===== src/rtl/sukt_pkg.sv =====
`timescale 1ns / 1ps
`default_nettype none

package sukt_pkg;

   // default table depth
   localparam int DEF_CAPACITY = 16;

   // field widths
   localparam int CMD_W    = 2;
   localparam int KEY_HI_W = 64;
   localparam int KEY_LO_W = 8;
   localparam int KEY_W    = KEY_HI_W + KEY_LO_W;
   localparam int POS_W    = 4;
   localparam int STATUS_W = 3;
   localparam int HELD_W   = 5;
   localparam int WHERE_W  = 4;

   // packed word widths, rounded up to whole bytes
   localparam int REQ_BITS   = CMD_W + KEY_W + POS_W;
   localparam int REQ_DATA_W = ((REQ_BITS + 7) / 8) * 8;
   localparam int RSP_BITS   = STATUS_W + HELD_W + WHERE_W + KEY_W;
   localparam int RSP_DATA_W = ((RSP_BITS + 7) / 8) * 8;

   // operation codes; any code with the read bit set reads
   localparam logic [CMD_W-1:0] CMD_INSERT   = 2'd0;
   localparam logic [CMD_W-1:0] CMD_DELETE   = 2'd1;
   localparam int               CMD_READ_BIT = 1;

   typedef enum logic [STATUS_W-1:0] {
      ST_INSERTED  = 3'd0,
      ST_DUPLICATE = 3'd1,
      ST_FULL      = 3'd2,
      ST_DELETED   = 3'd3,
      ST_NOT_FOUND = 3'd4,
      ST_READ_OK   = 3'd5,
      ST_RANGE     = 3'd6
   } status_type;

   typedef enum logic [1:0] {
      RD_IDX    = 2'd0,
      RD_IDX_M1 = 2'd1,
      RD_POS    = 2'd2
   } rd_sel_type;

   typedef enum logic [1:0] {
      WR_KEY         = 2'd0,
      WR_DATA_IDX    = 2'd1,
      WR_DATA_IDX_M1 = 2'd2
   } wr_sel_type;

   typedef enum logic [1:0] {
      W_ZERO = 2'd0,
      W_IDX  = 2'd1,
      W_HIT  = 2'd2,
      W_POS  = 2'd3
   } where_sel_type;

   // controller to datapath
   typedef struct packed {
      logic          latch_req;
      logic          idx_clr;
      logic          idx_set_count;
      logic          idx_inc;
      logic          idx_dec;
      logic          hit_set;
      logic          mem_rd;
      rd_sel_type    rd_sel;
      logic          mem_wr;
      wr_sel_type    wr_sel;
      logic          cnt_inc;
      logic          cnt_dec;
      logic          res_load;
      status_type    res_status;
      where_sel_type res_where;
      logic          res_data;
      logic          out_load;
   } ctrl_cmd_type;

   // datapath to controller
   typedef struct packed {
      logic cmd_read;
      logic cmd_insert;
      logic full;
      logic pos_ok;
      logic at_end;
      logic at_hit;
      logic key_eq;
      logic key_gt;
      logic out_free;
   } dp_status_type;

endpackage

`default_nettype wire


===== src/rtl/sukt_ctrl.sv =====
`timescale 1ns / 1ps
`default_nettype none

module sukt_ctrl (
   input  wire logic                   clock,
   input  wire logic                   reset,
   input  wire logic                   req_tvalid,
   output logic                        req_tready,
   input  wire sukt_pkg::dp_status_type st,
   output sukt_pkg::ctrl_cmd_type       cmd
);
   import sukt_pkg::*;

   typedef enum logic [10:0] {
      S_IDLE   = 11'b000_0000_0001,
      S_DECODE = 11'b000_0000_0010,
      S_SRCH   = 11'b000_0000_0100,
      S_SCMP   = 11'b000_0000_1000,
      S_ISH    = 11'b000_0001_0000,
      S_ISW    = 11'b000_0010_0000,
      S_DSH    = 11'b000_0100_0000,
      S_DSW    = 11'b000_1000_0000,
      S_RDWAIT = 11'b001_0000_0000,
      S_DONE   = 11'b010_0000_0000,
      S_SPARE  = 11'b100_0000_0000
   } state_type;

   state_type state_ff;
   state_type state_in;

   // sequence one operation
   always_comb begin
      state_in   = state_ff;
      req_tready = 1'b0;
      cmd        = '0;
      cmd.res_status = ST_INSERTED;
      cmd.res_where  = W_ZERO;
      cmd.rd_sel     = RD_IDX;
      cmd.wr_sel     = WR_KEY;
      case (state_ff)
         S_IDLE: begin
            req_tready = 1'b1;
            if (req_tvalid) begin
               cmd.latch_req = 1'b1;
               state_in      = S_DECODE;
            end
         end
         S_DECODE: begin
            if (st.cmd_read) begin
               if (st.pos_ok) begin
                  cmd.mem_rd = 1'b1;
                  cmd.rd_sel = RD_POS;
                  state_in   = S_RDWAIT;
               end else begin
                  cmd.res_load   = 1'b1;
                  cmd.res_status = ST_RANGE;
                  cmd.res_where  = W_POS;
                  state_in       = S_DONE;
               end
            end else if (st.cmd_insert && st.full) begin
               cmd.res_load   = 1'b1;
               cmd.res_status = ST_FULL;
               state_in       = S_DONE;
            end else begin
               cmd.idx_clr = 1'b1;
               state_in    = S_SRCH;
            end
         end
         // walk up the sorted entries
         S_SRCH: begin
            if (st.at_end) begin
               if (st.cmd_insert) begin
                  cmd.hit_set = 1'b1;
                  state_in    = S_ISH;
               end else begin
                  cmd.res_load   = 1'b1;
                  cmd.res_status = ST_NOT_FOUND;
                  state_in       = S_DONE;
               end
            end else begin
               cmd.mem_rd = 1'b1;
               cmd.rd_sel = RD_IDX;
               state_in   = S_SCMP;
            end
         end
         S_SCMP: begin
            if (st.key_eq) begin
               if (st.cmd_insert) begin
                  cmd.res_load   = 1'b1;
                  cmd.res_status = ST_DUPLICATE;
                  cmd.res_where  = W_IDX;
                  state_in       = S_DONE;
               end else begin
                  cmd.hit_set = 1'b1;
                  cmd.idx_inc = 1'b1;
                  state_in    = S_DSH;
               end
            end else if (st.key_gt) begin
               if (st.cmd_insert) begin
                  cmd.hit_set       = 1'b1;
                  cmd.idx_set_count = 1'b1;
                  state_in          = S_ISH;
               end else begin
                  cmd.res_load   = 1'b1;
                  cmd.res_status = ST_NOT_FOUND;
                  state_in       = S_DONE;
               end
            end else begin
               cmd.idx_inc = 1'b1;
               state_in    = S_SRCH;
            end
         end
         // open a slot: move entries up from the top
         S_ISH: begin
            if (st.at_hit) begin
               cmd.mem_wr     = 1'b1;
               cmd.wr_sel     = WR_KEY;
               cmd.cnt_inc    = 1'b1;
               cmd.res_load   = 1'b1;
               cmd.res_status = ST_INSERTED;
               cmd.res_where  = W_HIT;
               state_in       = S_DONE;
            end else begin
               cmd.mem_rd = 1'b1;
               cmd.rd_sel = RD_IDX_M1;
               state_in   = S_ISW;
            end
         end
         S_ISW: begin
            cmd.mem_wr  = 1'b1;
            cmd.wr_sel  = WR_DATA_IDX;
            cmd.idx_dec = 1'b1;
            state_in    = S_ISH;
         end
         // close the gap: move entries down
         S_DSH: begin
            if (st.at_end) begin
               cmd.cnt_dec    = 1'b1;
               cmd.res_load   = 1'b1;
               cmd.res_status = ST_DELETED;
               cmd.res_where  = W_HIT;
               state_in       = S_DONE;
            end else begin
               cmd.mem_rd = 1'b1;
               cmd.rd_sel = RD_IDX;
               state_in   = S_DSW;
            end
         end
         S_DSW: begin
            cmd.mem_wr  = 1'b1;
            cmd.wr_sel  = WR_DATA_IDX_M1;
            cmd.idx_inc = 1'b1;
            state_in    = S_DSH;
         end
         S_RDWAIT: begin
            cmd.res_load   = 1'b1;
            cmd.res_status = ST_READ_OK;
            cmd.res_where  = W_POS;
            cmd.res_data   = 1'b1;
            state_in       = S_DONE;
         end
         // hand the result to the output register
         S_DONE: begin
            if (st.out_free) begin
               cmd.out_load = 1'b1;
               state_in     = S_IDLE;
            end
         end
         default: begin
            state_in = S_IDLE;
         end
      endcase
   end

   always_ff @(posedge clock) begin
      if (reset) begin
         state_ff <= S_IDLE;
      end else begin
         state_ff <= state_in;
      end
   end

   // a request is only taken in idle
   a_accept_idle: assert property (@(posedge clock) disable iff (reset)
      cmd.latch_req |-> state_ff == S_IDLE)
      else $error("request latched outside idle");

   // every output load returns the controller to idle
   a_load_done: assert property (@(posedge clock) disable iff (reset)
      cmd.out_load |=> state_ff == S_IDLE)
      else $error("output load did not return to idle");

   // a write and a count increment never happen during search
   a_no_wr_search: assert property (@(posedge clock) disable iff (reset)
      (state_ff == S_SRCH || state_ff == S_SCMP) |-> !cmd.mem_wr && !cmd.cnt_inc)
      else $error("store written during search");

endmodule

`default_nettype wire


===== src/rtl/sukt_dp.sv =====
`timescale 1ns / 1ps
`default_nettype none

module sukt_dp #(
   parameter int CAPACITY = sukt_pkg::DEF_CAPACITY
) (
   input  wire logic                                clock,
   input  wire logic                                reset,
   input  wire logic [sukt_pkg::REQ_DATA_W-1:0]     req_tdata,
   output logic                                     rsp_tvalid,
   input  wire logic                                rsp_tready,
   output logic [sukt_pkg::RSP_DATA_W-1:0]          rsp_tdata,
   input  wire sukt_pkg::ctrl_cmd_type              cmd,
   output sukt_pkg::dp_status_type                  st
);
   import sukt_pkg::*;

   localparam int CNT_W  = $clog2(CAPACITY + 1);
   localparam int IDX_W  = (CAPACITY > 1) ? $clog2(CAPACITY) : 1;
   localparam int WIDE_W = CNT_W + POS_W + HELD_W;

   logic [CMD_W-1:0]      cmd_ff,    cmd_in;
   logic [KEY_W-1:0]      key_ff,    key_in;
   logic [POS_W-1:0]      pos_ff,    pos_in;
   logic [CNT_W-1:0]      idx_ff,    idx_in;
   logic [CNT_W-1:0]      hit_ff,    hit_in;
   logic [CNT_W-1:0]      count_ff,  count_in;
   status_type            res_status_ff, res_status_in;
   logic [WHERE_W-1:0]    res_where_ff,  res_where_in;
   logic [KEY_W-1:0]      res_data_ff,   res_data_in;
   logic                  rsp_valid_ff,  rsp_valid_in;
   logic [RSP_DATA_W-1:0] rsp_data_ff,   rsp_data_in;

   logic [KEY_W-1:0]      store_ff [CAPACITY];
   logic [KEY_W-1:0]      rd_data_ff;
   logic [IDX_W-1:0]      rd_addr;
   logic [IDX_W-1:0]      wr_addr;
   logic [KEY_W-1:0]      wr_data;
   logic [CNT_W-1:0]      idx_m1;
   logic [WIDE_W-1:0]     idx_wide, hit_wide, pos_wide, count_wide;

   assign idx_m1     = idx_ff - CNT_W'(1);
   assign idx_wide   = WIDE_W'(idx_ff);
   assign hit_wide   = WIDE_W'(hit_ff);
   assign pos_wide   = WIDE_W'(pos_ff);
   assign count_wide = WIDE_W'(count_ff);

   // select store addresses and write data
   always_comb begin
      case (cmd.rd_sel)
         RD_IDX:    rd_addr = idx_ff[IDX_W-1:0];
         RD_IDX_M1: rd_addr = idx_m1[IDX_W-1:0];
         RD_POS:    rd_addr = pos_wide[IDX_W-1:0];
         default:   rd_addr = idx_ff[IDX_W-1:0];
      endcase
      case (cmd.wr_sel)
         WR_KEY:         wr_addr = hit_ff[IDX_W-1:0];
         WR_DATA_IDX:    wr_addr = idx_ff[IDX_W-1:0];
         WR_DATA_IDX_M1: wr_addr = idx_m1[IDX_W-1:0];
         default:        wr_addr = idx_ff[IDX_W-1:0];
      endcase
      wr_data = (cmd.wr_sel == WR_KEY) ? key_ff : rd_data_ff;
   end

   // name store, one write and one registered read per cycle
   always_ff @(posedge clock) begin
      if (cmd.mem_wr) begin
         store_ff[wr_addr] <= wr_data;
      end
      if (cmd.mem_rd) begin
         rd_data_ff <= store_ff[rd_addr];
      end
   end

   // request fields, walk index, hit index and fill count
   always_comb begin
      cmd_in = cmd_ff;
      key_in = key_ff;
      pos_in = pos_ff;
      if (cmd.latch_req) begin
         cmd_in = req_tdata[CMD_W-1:0];
         key_in = {req_tdata[CMD_W +: KEY_HI_W], req_tdata[CMD_W + KEY_HI_W +: KEY_LO_W]};
         pos_in = req_tdata[CMD_W + KEY_W +: POS_W];
      end
      idx_in = idx_ff;
      if (cmd.idx_clr) begin
         idx_in = '0;
      end else if (cmd.idx_set_count) begin
         idx_in = count_ff;
      end else if (cmd.idx_inc) begin
         idx_in = idx_ff + CNT_W'(1);
      end else if (cmd.idx_dec) begin
         idx_in = idx_m1;
      end
      hit_in = cmd.hit_set ? idx_ff : hit_ff;
      count_in = count_ff;
      if (cmd.cnt_inc) begin
         count_in = count_ff + CNT_W'(1);
      end else if (cmd.cnt_dec) begin
         count_in = count_ff - CNT_W'(1);
      end
   end

   // result and output register
   always_comb begin
      res_status_in = res_status_ff;
      res_where_in  = res_where_ff;
      res_data_in   = res_data_ff;
      if (cmd.res_load) begin
         res_status_in = cmd.res_status;
         res_data_in   = cmd.res_data ? rd_data_ff : '0;
         case (cmd.res_where)
            W_ZERO:  res_where_in = '0;
            W_IDX:   res_where_in = idx_wide[WHERE_W-1:0];
            W_HIT:   res_where_in = hit_wide[WHERE_W-1:0];
            W_POS:   res_where_in = pos_ff;
            default: res_where_in = '0;
         endcase
      end
      rsp_valid_in = rsp_valid_ff;
      rsp_data_in  = rsp_data_ff;
      if (cmd.out_load) begin
         rsp_valid_in = 1'b1;
         rsp_data_in  = RSP_DATA_W'({res_data_ff[KEY_LO_W-1:0],
                                     res_data_ff[KEY_W-1:KEY_LO_W],
                                     res_where_ff,
                                     count_wide[HELD_W-1:0],
                                     res_status_ff});
      end else if (rsp_tready) begin
         rsp_valid_in = 1'b0;
      end
   end

   always_ff @(posedge clock) begin
      if (reset) begin
         count_ff     <= '0;
         rsp_valid_ff <= 1'b0;
      end else begin
         count_ff     <= count_in;
         rsp_valid_ff <= rsp_valid_in;
      end
      cmd_ff        <= cmd_in;
      key_ff        <= key_in;
      pos_ff        <= pos_in;
      idx_ff        <= idx_in;
      hit_ff        <= hit_in;
      res_status_ff <= res_status_in;
      res_where_ff  <= res_where_in;
      res_data_ff   <= res_data_in;
      rsp_data_ff   <= rsp_data_in;
   end

   assign rsp_tvalid = rsp_valid_ff;
   assign rsp_tdata  = rsp_data_ff;

   // status toward the controller
   always_comb begin
      st.cmd_read   = cmd_ff[CMD_READ_BIT];
      st.cmd_insert = (cmd_ff == CMD_INSERT);
      st.full       = (count_ff == CNT_W'(CAPACITY));
      st.pos_ok     = (pos_wide < count_wide);
      st.at_end     = (idx_ff == count_ff);
      st.at_hit     = (idx_ff == hit_ff);
      st.key_eq     = (rd_data_ff == key_ff);
      st.key_gt     = (rd_data_ff > key_ff);
      st.out_free   = !rsp_valid_ff || rsp_tready;
   end

   // fill count stays within the table
   a_count_range: assert property (@(posedge clock) disable iff (reset)
      count_wide <= WIDE_W'(CAPACITY))
      else $error("fill count beyond capacity");

   // an insert never grows a full table
   a_no_overfill: assert property (@(posedge clock) disable iff (reset)
      cmd.cnt_inc |-> !st.full)
      else $error("insert into full table");

   // a delete never shrinks an empty table
   a_no_underflow: assert property (@(posedge clock) disable iff (reset)
      cmd.cnt_dec |-> count_ff != '0)
      else $error("delete from empty table");

   // a loaded result is offered on the next cycle
   a_load_valid: assert property (@(posedge clock) disable iff (reset)
      cmd.out_load |=> rsp_valid_ff)
      else $error("loaded result not offered");

endmodule

`default_nettype wire


===== src/rtl/sorted_unique_key_table.sv =====
// Sorted table of unique nine-byte names.
// Request channel (req_): one word per operation: insert a name, delete a
// name, or read the entry at an index. Response channel (rsp_): exactly one
// word per request, carrying status, fill count after the operation, the
// index concerned and, for a read, the stored name.
// Names are compared as 72-bit unsigned values and kept in ascending order
// in a single-port-write, registered-read store of CAPACITY entries.
// A read passes through decode, a store read and the result register before
// the response register is loaded. Insert and delete walk the store one entry
// at a time (address, then compare), and shifting the tail reads and then
// writes each moved entry; the registered store read sets this pace.
// req_tready is high only while idle, from the cycle after the response is
// loaded, so a new request is not taken while one is still in progress.
// A finished response waits in the output register; the next request is
// accepted meanwhile, but its result is held until the register frees up.
// Reset empties the table at once (fill count to zero); no clearing pass.
`timescale 1ns / 1ps
`default_nettype none

module sorted_unique_key_table #(
   parameter int CAPACITY = sukt_pkg::DEF_CAPACITY
) (
   input  wire logic                             clock,
   input  wire logic                             reset,
   input  wire logic                             req_tvalid,
   output logic                                  req_tready,
   // cmd[1:0], key_high[65:2], key_low[73:66], position[77:74], zero pad
   input  wire logic [sukt_pkg::REQ_DATA_W-1:0]  req_tdata,
   output logic                                  rsp_tvalid,
   input  wire logic                             rsp_tready,
   // status[2:0], entries_held[7:3], where[11:8], out_high[75:12],
   // out_low[83:76], zero pad
   output logic [sukt_pkg::RSP_DATA_W-1:0]       rsp_tdata
);
   import sukt_pkg::*;

   ctrl_cmd_type  cmd;
   dp_status_type st;

   sukt_ctrl u_ctrl (
      .clock      (clock),
      .reset      (reset),
      .req_tvalid (req_tvalid),
      .req_tready (req_tready),
      .st         (st),
      .cmd        (cmd)
   );

   sukt_dp #(
      .CAPACITY (CAPACITY)
   ) u_dp (
      .clock      (clock),
      .reset      (reset),
      .req_tdata  (req_tdata),
      .rsp_tvalid (rsp_tvalid),
      .rsp_tready (rsp_tready),
      .rsp_tdata  (rsp_tdata),
      .cmd        (cmd),
      .st         (st)
   );

endmodule

`default_nettype wire


===== config.mk =====
export PLATFORM = sky130hd
export DESIGN_NAME = sorted_unique_key_table
export DESIGN_NICKNAME = d
export VERILOG_FILES = /design/src/rtl/sukt_pkg.sv /design/src/rtl/sukt_ctrl.sv /design/src/rtl/sukt_dp.sv /design/src/rtl/sorted_unique_key_table.sv
export SDC_FILE = /design/constraint.sdc
export NUM_CORES = 1
export LEC_CHECK = 0
export ABC_CLOCK_PERIOD_IN_PS = 16500
export BUFFER_PORTS_ARGS = -buffer_cell sky130_fd_sc_hd__buf_2
export CORE_MARGIN = 3
export CORE_UTILIZATION = 40
export DETAILED_ROUTE_END_ITERATION = 8
export MAX_ROUTING_LAYER = met4
export SLEW_MARGIN = 15
export SYNTH_ARGS = -nofsm -noshare
export SYNTH_HDL_FRONTEND = slang
export SYNTH_SLANG_ARGS = --single-unit

===== constraint.sdc =====
create_clock -name clock -period 16.5 [get_ports clock]
set_input_delay 3.3 -clock clock [delete_from_list [all_inputs] [get_ports clock]]
set_output_delay 3.3 -clock clock [all_outputs]
set_load 0.1 [all_outputs]

Yosys cells after proc, flatten, opt, wreduce, memory -nomap -nowiden:

Memories as Yosys holds them, arrays and structs flattened. A register that Yosys moved wholly into a read port is not among the register bits.
Index checks and enable logic that the tools add are counted.

* add/sub/neg operators: 4
* magnitude comparators: 2
* eq/ne operators: 22
* muxes and demuxes: 70
* reduce and logical (&&, ||, !) cells: 11

Operator list (number)
* $pmux W11 S10: 1
* $mux W10: 9
* $eq A72 B72 Y1: 1
* $gt A72 B72 Y1: 1
* $mux W72: 1
* $mux W11: 3
* $mux W4: 7
* $mux W1: 25
* $mux W5: 5
* $pmux W4 S6: 1
* $mux W6: 3
* $pmux W3 S3: 2
* $pmux W4 S2: 2
* $pmux W4 S4: 1
* $mux W3: 4
* $eq A11 B1 Y1 const B: 1
* $eq A11 B10 Y1 const B: 1
* $eq A11 B2 Y1 const B: 1
* $eq A11 B3 Y1 const B: 1
* $eq A11 B4 Y1 const B: 1
* $eq A11 B5 Y1 const B: 1
* $eq A11 B6 Y1 const B: 1
* $eq A11 B7 Y1 const B: 1
* $eq A11 B8 Y1 const B: 1
* other kinds (21): 34

* flip-flop bits (word level): 268
* memory bits (writable): 1152
* input bits: 84
* output and inout port bits: 90
* logic and storage cells: 122
* memories kept: 1

Memory list
* u_dp.store_ff: words 16, bits a word 72, rd ports 1, clocked after memory_dff 1, write ports 1, RTL line sukt_dp.sv:34 `logic [KEY_W-1:0] store_ff [CAPACITY];`

Depth between registers and ports, before layout:

* word-level depth: 6
* gate-level depth with buffers: 17
* depth with buffers taken out: 14

Hierarchy:

From an unflattened synthesis, not the netlist that was laid out.

* cell total of the unflattened synthesis: 2788
* area total of the unflattened synthesis: 58758.9 um^2

By module, submodules not included
* sukt_dp: times used 1, cells each 2673, area an instance 57928.1 um^2, seq. area each 44362.5 um^2
* sukt_ctrl: times used 1, cells each 115, area an instance 830.8 um^2, seq. area each 200.2 um^2

Worst setup path after synthesis:

Ideal clock, no wire load.

* path kind: input to register
* start point: in rsp_tready
* end point: reg u_dp.rsp_data_ff[0] (netlist: u_dp.rsp_tdata[0]) (enable)
* setup time: 0.536 ns
* arrival time: 7.162 ns
* data required time: 15.964 ns
* setup slack: 8.802 ns
* cell stages on the path: 2
* buffers on the path: 0
* cells stage by stage: nand2b_1 -> nor2b_1

RTL lines
* from (decl): RTL line sorted_unique_key_table.sv:30 `input wire logic rsp_tready,`
* to (signal assigned): RTL line sukt_dp.sv:150 `rsp_data_ff <= rsp_data_in;`
* to (decl): RTL line sukt_dp.sv:32 `logic [RSP_DATA_W-1:0] rsp_data_ff, rsp_data_in;`

Worst setup path after layout:

* start point: reg u_ctrl.state_ff[5]
* end point: reg u_dp.rd_data_ff[60], read port of u_dp.store_ff (data pin)

* cells in the longest elaborated chain, start to end: 5
* elaborated cells between the ends (all ways): 9
* those cells by class: eq/ne (6); mux (2); reduce/logical (1)

Ends and longest elaborated chain
* from (decl): RTL line sukt_ctrl.sv:28 `state_type state_ff;`
* from (signal assigned): RTL line sukt_ctrl.sv:179 `state_ff <= state_in;`
* $eq A11 B3 Y1 / $eq A11 B7 Y1 (equally long branches): RTL line sukt_ctrl.sv:40 `case (state_ff)`
* $reduce_or A2 Y1 (no line)
* $pmux W3 S3 *: RTL line sukt_ctrl.sv:40
* $eq A2 B2 Y1 / $eq A2 B1 Y1 (equally long branches): RTL line sukt_dp.sv:50 `case (cmd.rd_sel)`
* $pmux W4 S2: RTL line sukt_dp.sv:50
* to (decl): RTL line sukt_dp.sv:35 `logic [KEY_W-1:0] rd_data_ff;`

Every way passes the cells marked *; elsewhere a longest branch is shown, timed or not.
A chain may end at the register's enable or synchronous reset.

==> impl_metrics.env <==
export IMPL_yosysTopAreaCell="edfxtp_1"
export IMPL_ctsHtreeMaxLevel=4
export IMPL_fin_cells=5352
export IMPL_drt_wl_total_um=137000
export IMPL_cts_buffers=157
export IMPL_cts_hold_fix_buffers=0
export IMPL_top_usage_layer="met2"
export IMPL_path_cells="nor4_1 -> nand2_1 -> or3_1 -> nor3b_1 -> nand2b_1 -> inv_1 -> ha_1 -> a221oi_1 -> a21o_4 -> buf_4 -> buf_4 -> buf_4 -> mux4_2 -> and2_1 -> a211oi_1 -> a31oi_1"
export IMPL_hp_class="flop to flop"
export IMPL_yosysSeqAreaShare_pct=76.5
export IMPL_use_met2_pct=29.7
export IMPL_cts_tree="done"
export IMPL_initial_core_util_pct=40.4
export IMPL_grt_pass1_vias=29600
export IMPL_ys_types=72
export IMPL_endpoint_kind="flop"
export IMPL_cp_required_ps=16970
export IMPL_cts_buffer_depth=3
export IMPL_vias=28900
export IMPL_critPathMaxStageDelay_ps=870
export IMPL_status="finished, final reports clean"
export IMPL_io_pins=174
export IMPL_worstSkewPairLatency_ps=790
export IMPL_synth_area_top_cells="edfxtp_1, mux4_2, ha_1"
export IMPL_skew_ps=26.8
export IMPL_cts_sinks=1491
export IMPL_synth_area_um2=58200
export IMPL_n_fill_cell=12200
export IMPL_cap_violations=0
export IMPL_place_ws_ps=9090
export IMPL_setup_slack_ps=9220
export IMPL_area_delta_synth_final_pct=14.7
export IMPL_async_flop_share_pct=0
export IMPL_grt_util_met3_pct=3.48
export IMPL_finalSetupTns_ps=0
export IMPL_worstHoldStart="u_dp.res_where_ff[3]$_DFFE_PP_"
export IMPL_routedWlPerCell_um=25.5
export IMPL_gp_congestion=0.773
export IMPL_ys_ff_latch=1491
export IMPL_cts_resized=0
export IMPL_syn_avg_cell_area_um2=19.3
export IMPL_crit_path_max_fanout=46
export IMPL_synthCells=3019
export IMPL_die_x_um=388
export IMPL_antenna_found_initial=4
export IMPL_grt_usage_pct=18.8
export IMPL_p_per_area_nw_per_um2=117
export IMPL_synth_ff_type="edfxtp_1"
export IMPL_r2r_end="u_dp.rd_data_ff[60]$_DFFE_PP_"
export IMPL_startpoint="u_ctrl.state_ff[5]$_SDFFE_PP0P_"
export IMPL_hold_viol_final=0
export IMPL_arrival_ps=7740
export IMPL_startpoint_type="flop"
export IMPL_layout_commonest_cell="edfxtp_1"
export IMPL_crit_type="flop to flop"
export IMPL_placedCellCount=5066
export IMPL_worst_r2r_cell_count=16
export IMPL_grt_max_degree=145
export IMPL_die_y_um=388
export IMPL_dpl_hpwl_um=71000
export IMPL_timing_critical_path_mode_cell="buf_4"
export IMPL_grt_setup_unrepaired="no"
export IMPL_routed_via_density=5.41
export IMPL_synth_top_area_share_pct=75.8
export IMPL_drt_iter0_markers=2901
export IMPL_post_dp_cell_area_um2=61900
export IMPL_grt_met1_usage_pct=25.7
export IMPL_p_leak_nw=22.2
export IMPL_drive_gt1_share_pct=24.3
export IMPL_grt_pass1_wl_um=201000
export IMPL_drcViolationCount=0
export IMPL_io_buffer_count=167
export IMPL_synth_edf_count=1470
export IMPL_tightestPinTransition_ps=1160
export IMPL_crit_slowest_cell="buf_4"
export IMPL_rows=139
export IMPL_die_area_um2=150000
export IMPL_core_um2=144000
export IMPL_setup_violations=0
export IMPL_nets=3489
export IMPL_ys_warn_count=0
export IMPL_drtPass1Iterations=5
export IMPL_final_core_utilization_pct=46.4
export IMPL_ant_nets=0
export IMPL_slew_violations=0
export IMPL_ir_worst_vdd_mv=0.101
export IMPL_relSlewSlack_pct=22.2
export IMPL_grt_overflow=0
export IMPL_r2r_start="u_ctrl.state_ff[5]$_SDFFE_PP0P_"
export IMPL_r2r_slack_ps=9220
export IMPL_postCtsSetupBuffers=0
export IMPL_max_freq_ghz=0.137
export IMPL_finalCriticalPeriod_ps=7280
export IMPL_fin_crit_sh_pct=44.1
export IMPL_endpoint="u_dp.rd_data_ff[60]$_DFFE_PP_"
export IMPL_clock_root_buffer="clkbuf_16"
export IMPL_clk_pin_slew_ps=60
export IMPL_final_cell_mix="edfxtp_1, mux4_2, nand2_1"
export IMPL_fin_area_um2=66800
export IMPL_worstHoldPathCells=0
## synthesized netlist by cell type (4+ instances only)
| library cell | number |
|---|---|
| xnor2_1 | 13 |
| buf_1 | 8 |
| a21oi_1 | 47 |
| nand4_1 | 16 |
| a211oi_1 | 77 |
| clkbuf_1 | 80 |
| nor4_1 | 6 |
| and3_1 | 6 |
| a21o_1 | 11 |
| inv_1 | 88 |
| a22oi_1 | 5 |
| nand2_1 | 251 |
| nor2_1 | 49 |
| nand3_1 | 14 |
| o21ai_1 | 14 |
| edfxtp_1 | 1470 |
| nor3b_1 | 8 |
| buf_4 | 6 |
| buf_2 | 52 |
| or3_1 | 5 |
| dfxtp_1 | 21 |
| nor3_1 | 10 |
| nand2b_1 | 7 |
| and2_1 | 146 |
| ha_1 | 82 |
| nor2b_1 | 8 |
| mux4_2 | 288 |
| xor2_1 | 4 |
| a31oi_1 | 75 |
| o21ai_0 | 80 |
## cell type report
cell class | count | area [µm²] | area share, %
sequential | 1491 | 44600 | 66.7
multi-input combinational | 1295 | 12900 | 19.3
clock buffer | 197 | 4180 | 6.26
tap | 1903 | 2380 | 3.56
timing repair buffer | 289 | 1760 | 2.64
clock inverter | 88 | 691 | 1.03
inverter | 88 | 330 | 0.495
antenna | 1 | 2.50 | 0.00375
## metrics by stage
stage               hold WS (ps)  power (mW)
finish                       416        7.79
global route                 421        8.06
CTS                          415        7.88
detailed placement           405        4.53
global placement             401        4.52
floorplan                    400        4.43
## worst min-delay path by stage
stage	to	slack, ps
CTS	u_dp.rsp_tdata[34]$_DFFE_PP_	420
global route	u_dp.rsp_tdata[18]$_DFFE_PP_	420
floorplan	u_dp.rsp_tdata[0]$_DFFE_PP_	400
global placement	u_dp.rsp_tdata[73]$_DFFE_PP_	400
detailed placement	u_dp.rsp_tdata[11]$_DFFE_PP_	400
finish	u_dp.rsp_tdata[11]$_DFFE_PP_	420
## worst max-delay path: cells and delay by family, from the launching register on
family / cells / cell delay [ps]
buf+inv: 4 / 2340
mux: 1 / 570
compound gates: 4 / 1300
fa+ha+maj: 1 / 400
flops: 1 / 390
simple gates: 6 / 1890
## power by group
group	total [mW]	internal, mW	leakage [nW]	switching [mW]
clock network	3.35	1.91	2.38	1.44
logic	0.231	0.0761	6.15	0.155
registers	4.21	4.20	13.7	0.0112
total	7.79	6.19	22.2	1.61
## sequential cells by signal, indices dropped and copies added (netlist names)
register	count
u_dp.rsp_tvalid	1
u_dp.hit_ff	5
u_dp.res_status_ff	3
u_dp.rd_data_ff	72
u_dp.count_ff	5
u_dp.idx_ff	5
u_dp.pos_ff	4
u_dp.key_ff	72
u_dp.cmd_ff	2
u_dp.res_data_ff	72
u_dp.store_ff	1152
u_dp.res_where_ff	4
u_dp.rsp_tdata	84
u_ctrl.state_ff	10
## cell families (layout without fill, tap and decap cells)
family                   after synthesis  count (layout)  share of synthesized area (%)
adder cells (fa/ha/maj)               83              83                           1.80
flip-flops                          1491            1491                           76.5
other                                  1               5                        0.00644
AO/OA/AOI/OAI                        342             342                           3.70
multiplexers                         291             291                           11.2
AND/OR/NAND/NOR                      558             558                           4.81
buffers and inverters                236             662                           1.70
XOR/XNOR                              17              17                          0.256
## metal layers
layer | wire, µm | vias to the layer above
met3 | 8900 | 187
met1 | 59100 | 15100
met2 | 66300 | 905
met5 | 0 | -
met4 | 2190 | 0
li1 | - | 12700
Note: power is estimated with default switching activity, not from simulation.
